==> src/rtl/ttl_pkg.sv <==
// Package for the thermistor table linearizer: payload types, constants and the breakpoint ROM.
// It has no dependencies and is imported by every module of the block.
package ttl_pkg;
   localparam int TABLE_POINTS = 80;
   localparam int ADC_BITS = 12;
   localparam int IDX_BITS = $clog2(TABLE_POINTS);
   localparam logic [3:0] TYPE_RAW = 4'd1;
   localparam logic [3:0] TYPE_THERM = 4'd2;

   typedef struct packed {
      logic [2:0] channel;
      logic [3:0] input_type;
      logic [11:0] sample_code;
   } req_type;

   typedef struct packed {
      logic [2:0] channel_echo;
      logic [15:0] value_q4;
      logic clamped;
   } rsp_type;

   function automatic logic [ADC_BITS-1:0] bp(input logic [IDX_BITS-1:0] i);
      logic [ADC_BITS-1:0] r;
      case (i)
         7'd0: r = 12'd3654; 7'd1: r = 12'd3629; 7'd2: r = 12'd3602; 7'd3: r = 12'd3574;
         7'd4: r = 12'd3546; 7'd5: r = 12'd3516; 7'd6: r = 12'd3485; 7'd7: r = 12'd3452;
         7'd8: r = 12'd3419; 7'd9: r = 12'd3385; 7'd10: r = 12'd3350; 7'd11: r = 12'd3313;
         7'd12: r = 12'd3276; 7'd13: r = 12'd3237; 7'd14: r = 12'd3197; 7'd15: r = 12'd3157;
         7'd16: r = 12'd3114; 7'd17: r = 12'd3072; 7'd18: r = 12'd3028; 7'd19: r = 12'd2984;
         7'd20: r = 12'd2939; 7'd21: r = 12'd2893; 7'd22: r = 12'd2846; 7'd23: r = 12'd2799;
         7'd24: r = 12'd2751; 7'd25: r = 12'd2702; 7'd26: r = 12'd2653; 7'd27: r = 12'd2603;
         7'd28: r = 12'd2553; 7'd29: r = 12'd2503; 7'd30: r = 12'd2453; 7'd31: r = 12'd2402;
         7'd32: r = 12'd2351; 7'd33: r = 12'd2301; 7'd34: r = 12'd2249; 7'd35: r = 12'd2199;
         7'd36: r = 12'd2148; 7'd37: r = 12'd2098; 7'd38: r = 12'd2048; 7'd39: r = 12'd1998;
         7'd40: r = 12'd1949; 7'd41: r = 12'd1900; 7'd42: r = 12'd1852; 7'd43: r = 12'd1803;
         7'd44: r = 12'd1756; 7'd45: r = 12'd1709; 7'd46: r = 12'd1663; 7'd47: r = 12'd1618;
         7'd48: r = 12'd1574; 7'd49: r = 12'd1530; 7'd50: r = 12'd1487; 7'd51: r = 12'd1444;
         7'd52: r = 12'd1403; 7'd53: r = 12'd1362; 7'd54: r = 12'd1322; 7'd55: r = 12'd1283;
         7'd56: r = 12'd1245; 7'd57: r = 12'd1208; 7'd58: r = 12'd1172; 7'd59: r = 12'd1136;
         7'd60: r = 12'd1102; 7'd61: r = 12'd1068; 7'd62: r = 12'd1035; 7'd63: r = 12'd1003;
         7'd64: r = 12'd972; 7'd65: r = 12'd942; 7'd66: r = 12'd912; 7'd67: r = 12'd884;
         7'd68: r = 12'd856; 7'd69: r = 12'd829; 7'd70: r = 12'd803; 7'd71: r = 12'd778;
         7'd72: r = 12'd753; 7'd73: r = 12'd729; 7'd74: r = 12'd706; 7'd75: r = 12'd684;
         7'd76: r = 12'd662; 7'd77: r = 12'd641; 7'd78: r = 12'd620; 7'd79: r = 12'd601;
         default: r = 12'd601;
      endcase
      return r;
   endfunction
endpackage

==> src/rtl/ttl_divider.sv <==
// Pipelined restoring divider for the five-bit interpolation fraction, one quotient bit per stage.
// Depends on ttl_pkg; the side data travels with each transaction through the stages.
module ttl_divider (
   input logic clock,
   input logic reset,
   input logic advance,
   input logic in_valid,
   input logic [ttl_pkg::ADC_BITS-1:0] in_num,
   input logic [ttl_pkg::ADC_BITS-1:0] in_den,
   input ttl_pkg::rsp_type in_side,
   input logic in_div,
   output logic out_valid,
   output ttl_pkg::rsp_type out_side
);
   import ttl_pkg::*;
   localparam int STAGES = 5;
   localparam int RW = ADC_BITS + 1;

   logic [STAGES:0] valid_ff;
   logic [RW-1:0] rem_ff [STAGES+1];
   logic [ADC_BITS-1:0] den_ff [STAGES+1];
   logic [4:0] quo_ff [STAGES+1];
   rsp_type side_ff [STAGES+1];
   logic div_ff [STAGES+1];

   always_ff @(posedge clock) begin
      if (reset) valid_ff <= '0;
      else if (advance) valid_ff <= {valid_ff[STAGES-1:0], in_valid};
   end

   always_ff @(posedge clock) begin
      if (advance) begin
         rem_ff[0] <= {1'b0, in_num};
         den_ff[0] <= in_den;
         quo_ff[0] <= '0;
         side_ff[0] <= in_side;
         div_ff[0] <= in_div;
         for (int s = 0; s < STAGES; s++) begin
            logic [RW:0] sh;
            sh = {rem_ff[s], 1'b0};
            if (sh >= {2'b00, den_ff[s]}) begin
               rem_ff[s+1] <= RW'(sh - {2'b00, den_ff[s]});
               quo_ff[s+1] <= {quo_ff[s][3:0], 1'b1};
            end else begin
               rem_ff[s+1] <= RW'(sh);
               quo_ff[s+1] <= {quo_ff[s][3:0], 1'b0};
            end
            den_ff[s+1] <= den_ff[s];
            side_ff[s+1] <= side_ff[s];
            div_ff[s+1] <= div_ff[s];
         end
      end
   end

   assign out_valid = valid_ff[STAGES];
   always_comb begin
      out_side = side_ff[STAGES];
      if (div_ff[STAGES])
         out_side.value_q4 = side_ff[STAGES].value_q4 + {11'd0, quo_ff[STAGES]};
   end
endmodule

==> src/rtl/thermistor_table_linearizer.sv <==
// Top level of the thermistor table linearizer: compare, encode, prepare and divide stages.
// Depends on ttl_pkg and ttl_divider.
//
//   Channel   Direction  Payload    Handshake
//   req_      in         req_type   req_valid / req_stall
//   rsp_      out        rsp_type   rsp_valid / rsp_stall
//
// One transaction enters per cycle while the result side is not stalled. The path runs
// through the compare and encode stages, the register that takes the prepared operands
// and the five stages of the fraction divider.
// Reset clears only the valid bits. A stall on a valid result freezes the whole
// pipeline, and req_stall follows that stall so nothing is lost or repeated.
module thermistor_table_linearizer (
   input logic clock,
   input logic reset,
   input logic req_valid,
   output logic req_stall,
   input ttl_pkg::req_type req_data,
   output logic rsp_valid,
   input logic rsp_stall,
   output ttl_pkg::rsp_type rsp_data
);
   import ttl_pkg::*;

   logic advance;
   assign advance = !(rsp_valid && rsp_stall);
   assign req_stall = !advance;

   logic [ADC_BITS-1:0] cnt;
   assign cnt = req_data.sample_code[ADC_BITS-1:0];

   logic s1_valid_ff;
   req_type s1_req_ff;
   logic [TABLE_POINTS-1:0] s1_ge_ff;
   logic [TABLE_POINTS-1:0] s1_ge_in;

   always_comb begin
      for (int i = 0; i < TABLE_POINTS; i++)
         s1_ge_in[i] = bp(IDX_BITS'(i)) >= cnt;
   end

   always_ff @(posedge clock) begin
      if (reset) s1_valid_ff <= 1'b0;
      else if (advance) s1_valid_ff <= req_valid;
      if (advance) begin
         s1_req_ff <= req_data;
         s1_ge_ff <= s1_ge_in;
      end
   end

   // The breakpoints descend, so the ge vector is a run of ones; its length picks the interval.
   logic [TABLE_POINTS:0] ge_ext;
   logic [IDX_BITS:0] ones_in;
   always_comb begin
      ge_ext = {1'b0, s1_ge_ff};
      ones_in = '0;
      for (int i = 0; i < TABLE_POINTS; i++)
         if (ge_ext[i] && !ge_ext[i+1])
            ones_in = ones_in | (IDX_BITS+1)'(i + 1);
   end

   logic s2_valid_ff;
   req_type s2_req_ff;
   logic [IDX_BITS:0] s2_ones_ff;
   always_ff @(posedge clock) begin
      if (reset) s2_valid_ff <= 1'b0;
      else if (advance) s2_valid_ff <= s1_valid_ff;
      if (advance) begin
         s2_req_ff <= s1_req_ff;
         s2_ones_ff <= ones_in;
      end
   end

   logic [ADC_BITS-1:0] c2;
   logic [IDX_BITS-1:0] idx;
   logic [ADC_BITS-1:0] hi, lo;
   rsp_type side_in;
   logic div_in;
   logic [ADC_BITS-1:0] num_in, den_in;
   logic [ADC_BITS+3:0] raw_q4;

   always_comb begin
      c2 = s2_req_ff.sample_code[ADC_BITS-1:0];
      if (s2_ones_ff >= (IDX_BITS+1)'(TABLE_POINTS))
         idx = IDX_BITS'(TABLE_POINTS - 2);
      else
         idx = IDX_BITS'(s2_ones_ff - 1'b1);
      hi = bp(idx);
      lo = bp(IDX_BITS'(idx + 1'b1));
      raw_q4 = {c2, 4'd0};
      side_in.channel_echo = s2_req_ff.channel;
      side_in.value_q4 = '0;
      side_in.clamped = 1'b0;
      div_in = 1'b0;
      num_in = '0;
      den_in = 12'd1;
      case (s2_req_ff.input_type)
         TYPE_RAW: begin
            side_in.value_q4 = raw_q4;
         end
         TYPE_THERM: begin
            if (s2_ones_ff == '0) begin
               side_in.value_q4 = 16'd16;
               side_in.clamped = 1'b1;
            end else if (s2_ones_ff >= (IDX_BITS+1)'(TABLE_POINTS)) begin
               side_in.value_q4 = 16'(16 * (1 + 2 * (TABLE_POINTS - 1)));
               side_in.clamped = c2 < bp(IDX_BITS'(TABLE_POINTS - 1));
            end else begin
               side_in.value_q4 = {4'd0, idx, 5'd0} + 16'd16;
               if (hi != lo) begin
                  div_in = 1'b1;
                  num_in = hi - c2;
                  den_in = hi - lo;
               end
            end
         end
         default: ;
      endcase
   end

   ttl_divider u_div (
      .clock(clock),
      .reset(reset),
      .advance(advance),
      .in_valid(s2_valid_ff),
      .in_num(num_in),
      .in_den(den_in),
      .in_side(side_in),
      .in_div(div_in),
      .out_valid(rsp_valid),
      .out_side(rsp_data)
   );
endmodule
==> config.mk <==
export PLATFORM = sky130hd
export DESIGN_NAME = thermistor_table_linearizer
export DESIGN_NICKNAME = d
export VERILOG_FILES = /design/src/rtl/ttl_pkg.sv /design/src/rtl/ttl_divider.sv /design/src/rtl/thermistor_table_linearizer.sv
export SDC_FILE = /design/constraint.sdc
export NUM_CORES = 1
export LEC_CHECK = 0
export BUFFER_PORTS_ARGS = -buffer_cell sky130_fd_sc_hd__buf_4
export CAP_MARGIN = 30
export CORE_ASPECT_RATIO = 1.5
export CORE_MARGIN = 8
export CORE_UTILIZATION = 30
export CTS_CLUSTER_SIZE = 40
export DETAILED_ROUTE_END_ITERATION = 8
export GPL_ROUTABILITY_DRIVEN = 0
export PLACE_DENSITY = 0.43
export SKIP_CTS_REPAIR_TIMING = 1
export SYNTH_ARGS = -nofsm -noshare
export SYNTH_HDL_FRONTEND = slang
export SYNTH_SLANG_ARGS = --single-unit
==> constraint.sdc <==
create_clock -name clock -period 11.88 [get_ports clock]
set_clock_uncertainty 0.05 [all_clocks]
set_input_delay 1.782 -clock clock [delete_from_list [all_inputs] [get_ports clock]]
set_output_delay 1.782 -clock clock [all_outputs]
set_load 0.01 [all_outputs]
==> flow_metrics.py, run 1 <==
metrics = {
    "synthesis": {
        "synth.distinct_cells": 84,
        "synth_seq_area_share_pct": 51.6,
        "synth_seq_cells": 374,
        "synth_simple_gate_area_share_pct": 14.7,
        "yosysWarningCount": 0,
        "synth_edf_count": 364,
        "netlist_instances": 2087,
        "async_reset_ff_share_pct": 0,
        "syn_nets": 2224,
        "synth.avg_cell_area_sq_um": 10.3,
        "yosysMostFrequentCell": "edfxtp_1",
        "synth.area.mux_share_pct": 1.50,
        "synth_area_leaders": "edfxtp_1 51%, ha_1 6.2%, a21oi_1 4.0%, o21ai_0 3.4%, nor2_1 3.2%",
        "synth_top_family_by_area": "compound AO/OA/AOI/OAI gates",
        "syn_area_sq_um": 21600,
        "synth_top_area_share_pct": 50.7,
        "synth-xor-area-share_pct": 3.13,
        "synth_commonest_cells": "364 x edfxtp_1, 181 x nor2_1, 171 x a21oi_1, 170 x nand2_1, 147 x o21ai_0",
        "synth_compound_gate_area_share_pct": 17.6,
        "yosysTopAreaCell": "edfxtp_1",
        "synth-adder-area-share_pct": 6.86,
        "ys.flop_type": "edfxtp_1",
    },
    "setup_path": {
        "crit-reg2reg-launch": "s2_ones_ff[0]$_SDFFCE_PP1N_",
        "cp.required_ns": 12.14,
        "cp_common_cell": "ha_1",
        "worstPathCellList": "inv_1 > ha_1 > nand2_1 > ha_1 > inv_1 > ha_1 > buf_4 > clkinv_1 > mux4_2 > o221ai_1 > a31oi_1 > a21oi_1 > ha_1 > a21oi_1 > o21bai_1 > a2111oi_0 > nor3_1 > a31oi_1 > xor2_1 > nor2_1",
        "start_kind": "register",
        "worstSetupPathType": "reg -> reg",
        "cp_max_fo": 42,
        "r2r-end": "u_div.rem_ff[0][10]$_SDFFCE_PP0N_",
        "critical-path-max-stage-delay_ns": 0.75,
        "slowest_stage": "edfxtp_1",
        "rr_worst_depth": 20,
        "r2r_setup_slack_ns": 3.61,
        "endpoint_kind": "register",
        "cp.arrival_ns": 8.53,
    },
    "sta": {
        "finalSetupViolCount": 0,
        "hold_viol": 0,
        "slew_headroom_pct": 29.8,
        "min_period_over_period_pct": 69.6,
        "finalCriticalPeriod_ns": 8.27,
        "fin_tns_setup_ns": 0,
        "fmax_ghz": 0.121,
        "rsz0062_at_grt": "no",
        "finalMaxSlewViolations": 0,
        "worst_pin_slew_ns": 1.04,
    },
    "cells_and_area": {
        "synthToLayoutAreaGrowth_pct": 11.8,
        "fin_nets": 2220,
        "drive_above_1_share_pct": 8.80,
        "antenna_cells": 0,
    },
    "routing": {
        "ant_nets": 0,
        "drc_errors": 0,
        "wirelength_mm": 64.9,
        "viasPerCell": 5.38,
        "vias": 16300,
        "drtPass1Iterations": 5,
        "drt_iter0_markers": 1228,
        "wl_per_cell_um": 21.4,
    },
    "run_status": {
        "status": "finished clean",
    },
    "grt": {
        "grt_pass1_wl_mm": 98.3,
        "antenna_found_initial": 0,
        "grt_max_degree": 75,
        "grt_pass1_vias": 16700,
        "track_usage_pct": 15.5,
        "overflow": 0,
    },
    "floorplanning": {
        "fp.coreArea_sq_um": 71300,
        "fp.dieH_um": 344,
        "die_area_sq_um": 80900,
        "row_count": 120,
        "start_util_pct": 30.2,
        "num_io_pins": 45,
        "die_w_um": 235,
    },
    "power_and_ir_drop": {
        "power_density_nw_per_um2": 157,
        "power_mw": 3.79,
        "p_leak_nw": 9.09,
        "ir_drop_mv": 0.0904,
    },
    "min_path": {
        "hold_start": "u_div.side_ff[2][18]$_DFFE_PN_",
        "min_to": "u_div.side_ff[3][18]$_DFFE_PN_",
        "whs_path_depth": 0,
        "hold_path.class": "reg -> reg",
    },
    "clocking": {
        "clkTransAtPathRegs_ns": 0.07,
        "clk_latency_ns": 0.59,
        "clockBufferDepth": 3,
        "cts_root_buf": "clkbuf_16",
        "cts_tree": "built",
        "htreeDepth": 2,
        "clkSinkCount": 374,
        "cts_buffers": 42,
    },
    "placed_design": {
        "detailed_place_hpwl_mm": 47.3,
        "io_buffers": 44,
    },
    "job": {
        "cap_violations": 0,
    },
}
cell usage in the layout, fill, tap and decap left out, types with 34 or more instances in the layout:
master	instances
nor2_1	181
edfxtp_1	364
o21ai_0	147
nand2_1	168
nand3_1	52
ha_1	107
nor3_1	48
nor2b_1	34
inv_1	122
nand2b_1	37
a21oi_1	171
xnor2_1	47
buf_4	69
clkbuf_16	43
a31oi_1	39
stage by stage:
stage / hold WS (ns) / std cells / setup WS (ns) / instance area (sq um) / util, %
after floorplan: 0.350 / 2087 / 2.93 / 21600 / -
after global placement: 0.350 / 2953 / 3.85 / 22800 / 31.9
after detailed placement: 0.355 / 2954 / 3.72 / 22800 / 31.9
after CTS: 0.361 / 3029 / 3.71 / 24100 / 33.8
after global routing: 0.368 / 3029 / 3.17 / 24100 / 33.8
final: 0.363 / 3029 / 3.61 / 24100 / 33.8
how the worst max path moves through the flow:
stage                           startpoint                                 to  slack (ns)  depth (start not counted)
5_1_grt        s2_ones_ff[0]$_SDFFCE_PP1N_   u_div.rem_ff[0][1]$_SDFFCE_PP0N_        3.17                         18
3_5_place_dp   s2_ones_ff[0]$_SDFFCE_PP1N_  u_div.rem_ff[0][10]$_SDFFCE_PP0N_        3.72                         20
3_3_place_gp   s2_ones_ff[0]$_SDFFCE_PP1N_  u_div.rem_ff[0][10]$_SDFFCE_PP0N_        3.85                         20
4_1_cts        s2_ones_ff[0]$_SDFFCE_PP1N_  u_div.rem_ff[0][10]$_SDFFCE_PP0N_        3.71                         20
6_report       s2_ones_ff[0]$_SDFFCE_PP1N_  u_div.rem_ff[0][10]$_SDFFCE_PP0N_        3.61                         20
2_1_floorplan                    rsp_stall                    c2[0]$_DFFE_PN_        2.93                          1
flip-flops by register name, summed over array words and instances, names as in the netlist:
signal	cells
u_div.side_ff	96
s1_ge_ff	80
u_div.rem_ff	64
u_div.den_ff	60
s1_req_ff	19
u_div.quo_ff	15
c2	12
s2_ones_ff	7
s2_req_ff	7
u_div.div_ff	6
u_div.valid_ff	6
s1_valid_ff	1
s2_valid_ff	1
critical path, delay by kind of cell (launching register included):
family	cells	cell delay, ns
AO/OA/AOI/OAI	7	1.69
XOR/XNOR	1	0.16
adder cells (fa/ha/maj)	4	2.09
buffers and inverters	4	1.86
flip-flops	1	0.75
multiplexers	1	0.65
AND/OR/NAND/NOR	3	0.70
layout make-up:
cell class                 count  area, sq um
clock buffer                  55         1160
clock inverter                20          190
fill                        7140        47200
inverter                     125          469
multi-input combinational   1470         9490
sequential                   374        11100
tap                          915         1140
timing repair buffer          70          523
logic make-up after synthesis:
logic type,Yosys count
fa+ha+maj,114
compound gates,595
flops,374
buf+inv,243
xor+xnor,77
mux,26
simple gates,658
routing by layer:
metal	GRT usage [%]	vias to the layer above	share of wire (%)	routed length, um
met1	14.7	7825	34	22300
met5	0	-	0	0
met3	2.17	204	4.0	2580
li1	-	7724	-	-
met4	10.8	0	7.4	4830
met2	30.5	557	54	35200
report_power, final:
part | switching [mW] | internal, mW | leakage, nW | total, mW
sequential | 0.0573 | 1.61 | 4.19 | 1.67
combinational | 0.491 | 0.344 | 4.23 | 0.835
clock | 0.549 | 0.737 | 0.667 | 1.29
Power figures use the tool's default switching activity.
==> run 2: changes to the inputs <==
Settings changed: ABC_AREA from default to 1.
Clock period 11.88 ns to 7.7 ns, I/O delays scaled along.
==> flow_metrics.py, run 2 <==
metrics = {
    "cells_and_area": {
        "regMostFlops": "u_div.side_ff",
        "synthToLayoutAreaGrowth_pct": 12.8,
        "drive_above_1_share_pct": 6.89,
        "antenna_cells": 0,
        "largest_register_ff_count": 96,
        "fin_nets": 2487,
        "num-fill-cells": 7214,
        "layout_commonest_cell": "nand2_1",
        "most-common-layout-cells": "452 x nand2_1, 364 x edfxtp_1, 328 x inv_1",
        "top_regs": "u_div.side_ff (96), s1_ge_ff (80), u_div.rem_ff (64)",
    },
    "min_path": {
        "hold_start": "s1_req_ff[0]$_DFFE_PN_",
        "hold_path.class": "reg -> reg",
    },
    "floorplanning": {
        "die_area_sq_um": 79400,
        "start_util_pct": 30.2,
        "row_count": 119,
        "num_io_pins": 45,
        "fp.coreArea_sq_um": 70000,
        "die_w_um": 233,
        "fp.dieH_um": 341,
    },
    "clocking": {
        "clk_latency_ns": 0.58,
        "clockBufferDepth": 3,
        "cts_tree": "built",
        "cts_buffers": 40,
        "htreeDepth": 2,
        "clkTransAtPathRegs_ns": 0.06,
        "cts_root_buf": "clkbuf_16",
        "clkSinkCount": 374,
    },
    "grt": {
        "grt_pass1_wl_mm": 95.2,
        "antenna_found_initial": 2,
        "grt_max_degree": 83,
        "grt_pass1_vias": 16900,
        "overflow": 0,
        "track_usage_pct": 15.5,
    },
    "synthesis": {
        "yosysTopAreaCell": "edfxtp_1",
        "async_reset_ff_share_pct": 0,
        "ys.flop_type": "edfxtp_1",
        "yosysWarningCount": 0,
        "synth_seq_cells": 374,
        "synth.avg_cell_area_sq_um": 9.17,
        "yosysMostFrequentCell": "nand2_1",
        "netlist_instances": 2305,
        "syn_area_sq_um": 21100,
        "synth_commonest_cells": "454 x nand2_1, 364 x edfxtp_1, 328 x inv_1, 219 x o21ai_0, 216 x nor2_1",
        "synth_top_area_share_pct": 51.7,
        "synth_seq_area_share_pct": 52.7,
        "synth_area_leaders": "edfxtp_1 52%, nand2_1 8.1%, ha_1 6.3%, inv_1 5.8%, o21ai_0 5.2%",
        "synth_edf_count": 364,
        "syn_nets": 2442,
        "synth.distinct_cells": 55,
    },
    "placed_design": {
        "detailed_place_hpwl_mm": 48.4,
        "io_buffers": 44,
    },
    "job": {
        "cap_violations": 0,
    },
    "sta": {
        "finalSetupViolCount": 0,
        "finalCriticalPeriod_ns": 5.72,
        "slew_headroom_pct": 33.4,
        "worst_pin_slew_ns": 0.989,
        "hold_viol": 0,
        "finalMaxSlewViolations": 0,
        "fin_tns_setup_ns": 0,
        "holdWs_ns": 0.355,
        "rsz0062_at_grt": "no",
        "fmax_ghz": 0.175,
        "min_period_over_period_pct": 74.3,
    },
    "routing": {
        "drt_iter0_markers": 1219,
        "wl_per_cell_um": 19.1,
        "met2_length_mm": 34.6,
        "drtPass1Iterations": 7,
        "route.met3.wl_mm": 2.71,
        "ant_nets": 0,
        "wirelength_met1_mm": 21.0,
        "drc_errors": 0,
        "maxUsedRoutingLayer": "met5",
        "wirelength_mm": 62.9,
        "viasPerCell": 5.03,
        "vias": 16500,
    },
    "setup_path": {
        "endpoint_kind": "register",
        "crit_buf_inv": 3,
        "cp.required_ns": 7.96,
        "cp_max_fo": 24,
        "cp.arrival_ns": 5.98,
        "start_kind": "register",
        "slowest_stage": "nand2_1",
        "worstPathCellList": "o21ai_4 > nand2_1 > inv_1 > ha_1 > nand2_1 > inv_1 > nand3_2 > nand2_1 > inv_2 > nor2_1 > o211ai_1 > nand2_1 > nand2_1 > ha_1 > nand2_1 > nor2_1 > nand4_1 > nor3b_1 > nand3_2 > nand2_4 > nor2_1",
        "crit_start": "s2_ones_ff[4]$_SDFFCE_PP1N_",
        "cp_common_cell": "nand2_1",
        "critical-path-top-delay-family": "simple AND/OR/NAND/NOR gates",
        "worstSetupPathType": "reg -> reg",
        "crit-reg2reg-launch": "s2_ones_ff[4]$_SDFFCE_PP1N_",
        "critical-path-max-stage-delay_ns": 0.62,
    },
    "run_status": {
        "status": "finished clean",
    },
    "power_and_ir_drop": {
        "ir_drop_mv": 0.273,
        "power_density_nw_per_um2": 247,
        "power_mw": 5.89,
        "p_leak_nw": 10.1,
    },
}
run 2: cell type report:
type                            instances  area (sq um)  share of cell area [%]
Clock inverter                         22           193                   0.808
Timing Repair Buffer                   59           483                    2.03
Multi-Input combinational cell       1541          8500                    35.7
Tap cell                              907          1130                    4.76
Sequential cell                       374         11100                    46.7
Inverter                              334          1250                    5.26
Clock buffer                           51          1150                    4.81
run 2: worst reg2reg max path, delay by kind of cell (launching register included):
| family | cells | cell delay [ns] |
|---|---|---|
| AOI/OAI and AO/OA | 2 | 0.44 |
| DFF | 1 | 0.47 |
| adders and majority gates | 2 | 0.69 |
| buffers and inverters | 3 | 0.83 |
| and+or+nand+nor | 14 | 2.97 |
run 2: layer usage:
metal	track usage [%]	up-vias
met5	0	-
met4	10.5	4
met3	2.39	239
met2	30.4	584
met1	14.3	7732
li1	-	7973
run 2: final timing paths:
check | endpoint | slack (ns) | cells after the start
hold / removal | c2[0]$_DFFE_PN_ | 0.36 | 0
setup reg to reg | u_div.den_ff[0][11]$_SDFFCE_PP0N_ | 1.98 | 21
hold reg to reg | c2[0]$_DFFE_PN_ | 0.36 | 0
setup / recovery | u_div.den_ff[0][11]$_SDFFCE_PP0N_ | 1.98 | 21
run 2: stage by stage:
step	util [%]	cell area, sq um	setup WS, ns	instances
2_1_floorplan	-	21100	2.43	2305
3_5_place_dp	32.1	22500	2.08	3214
6_report	34.1	23800	1.98	3288
5_1_grt	34.1	23800	1.49	3288
3_3_place_gp	32.1	22500	2.21	3213
4_1_cts	34.0	23800	2.07	3287
run 2: cells by family (layout without fill, tap and decap cells):
group | count (synthesis) | count (layout) | synth area share, %
xor gates and xnor gates | 70 | 70 | 2.90
adders and majority gates | 114 | 114 | 7.00
buffers and inverters | 390 | 466 | 7.21
AOI/OAI and AO/OA | 451 | 451 | 12.0
and+or+nand+nor | 904 | 904 | 18.1
DFF | 374 | 374 | 52.7
muxes | 2 | 2 | 0.107
run 2: where the power goes:
group | internal (mW) | switching, mW
Combinational | 0.490 | 0.849
Clock | 1.13 | 0.830
Sequential | 2.51 | 0.0839
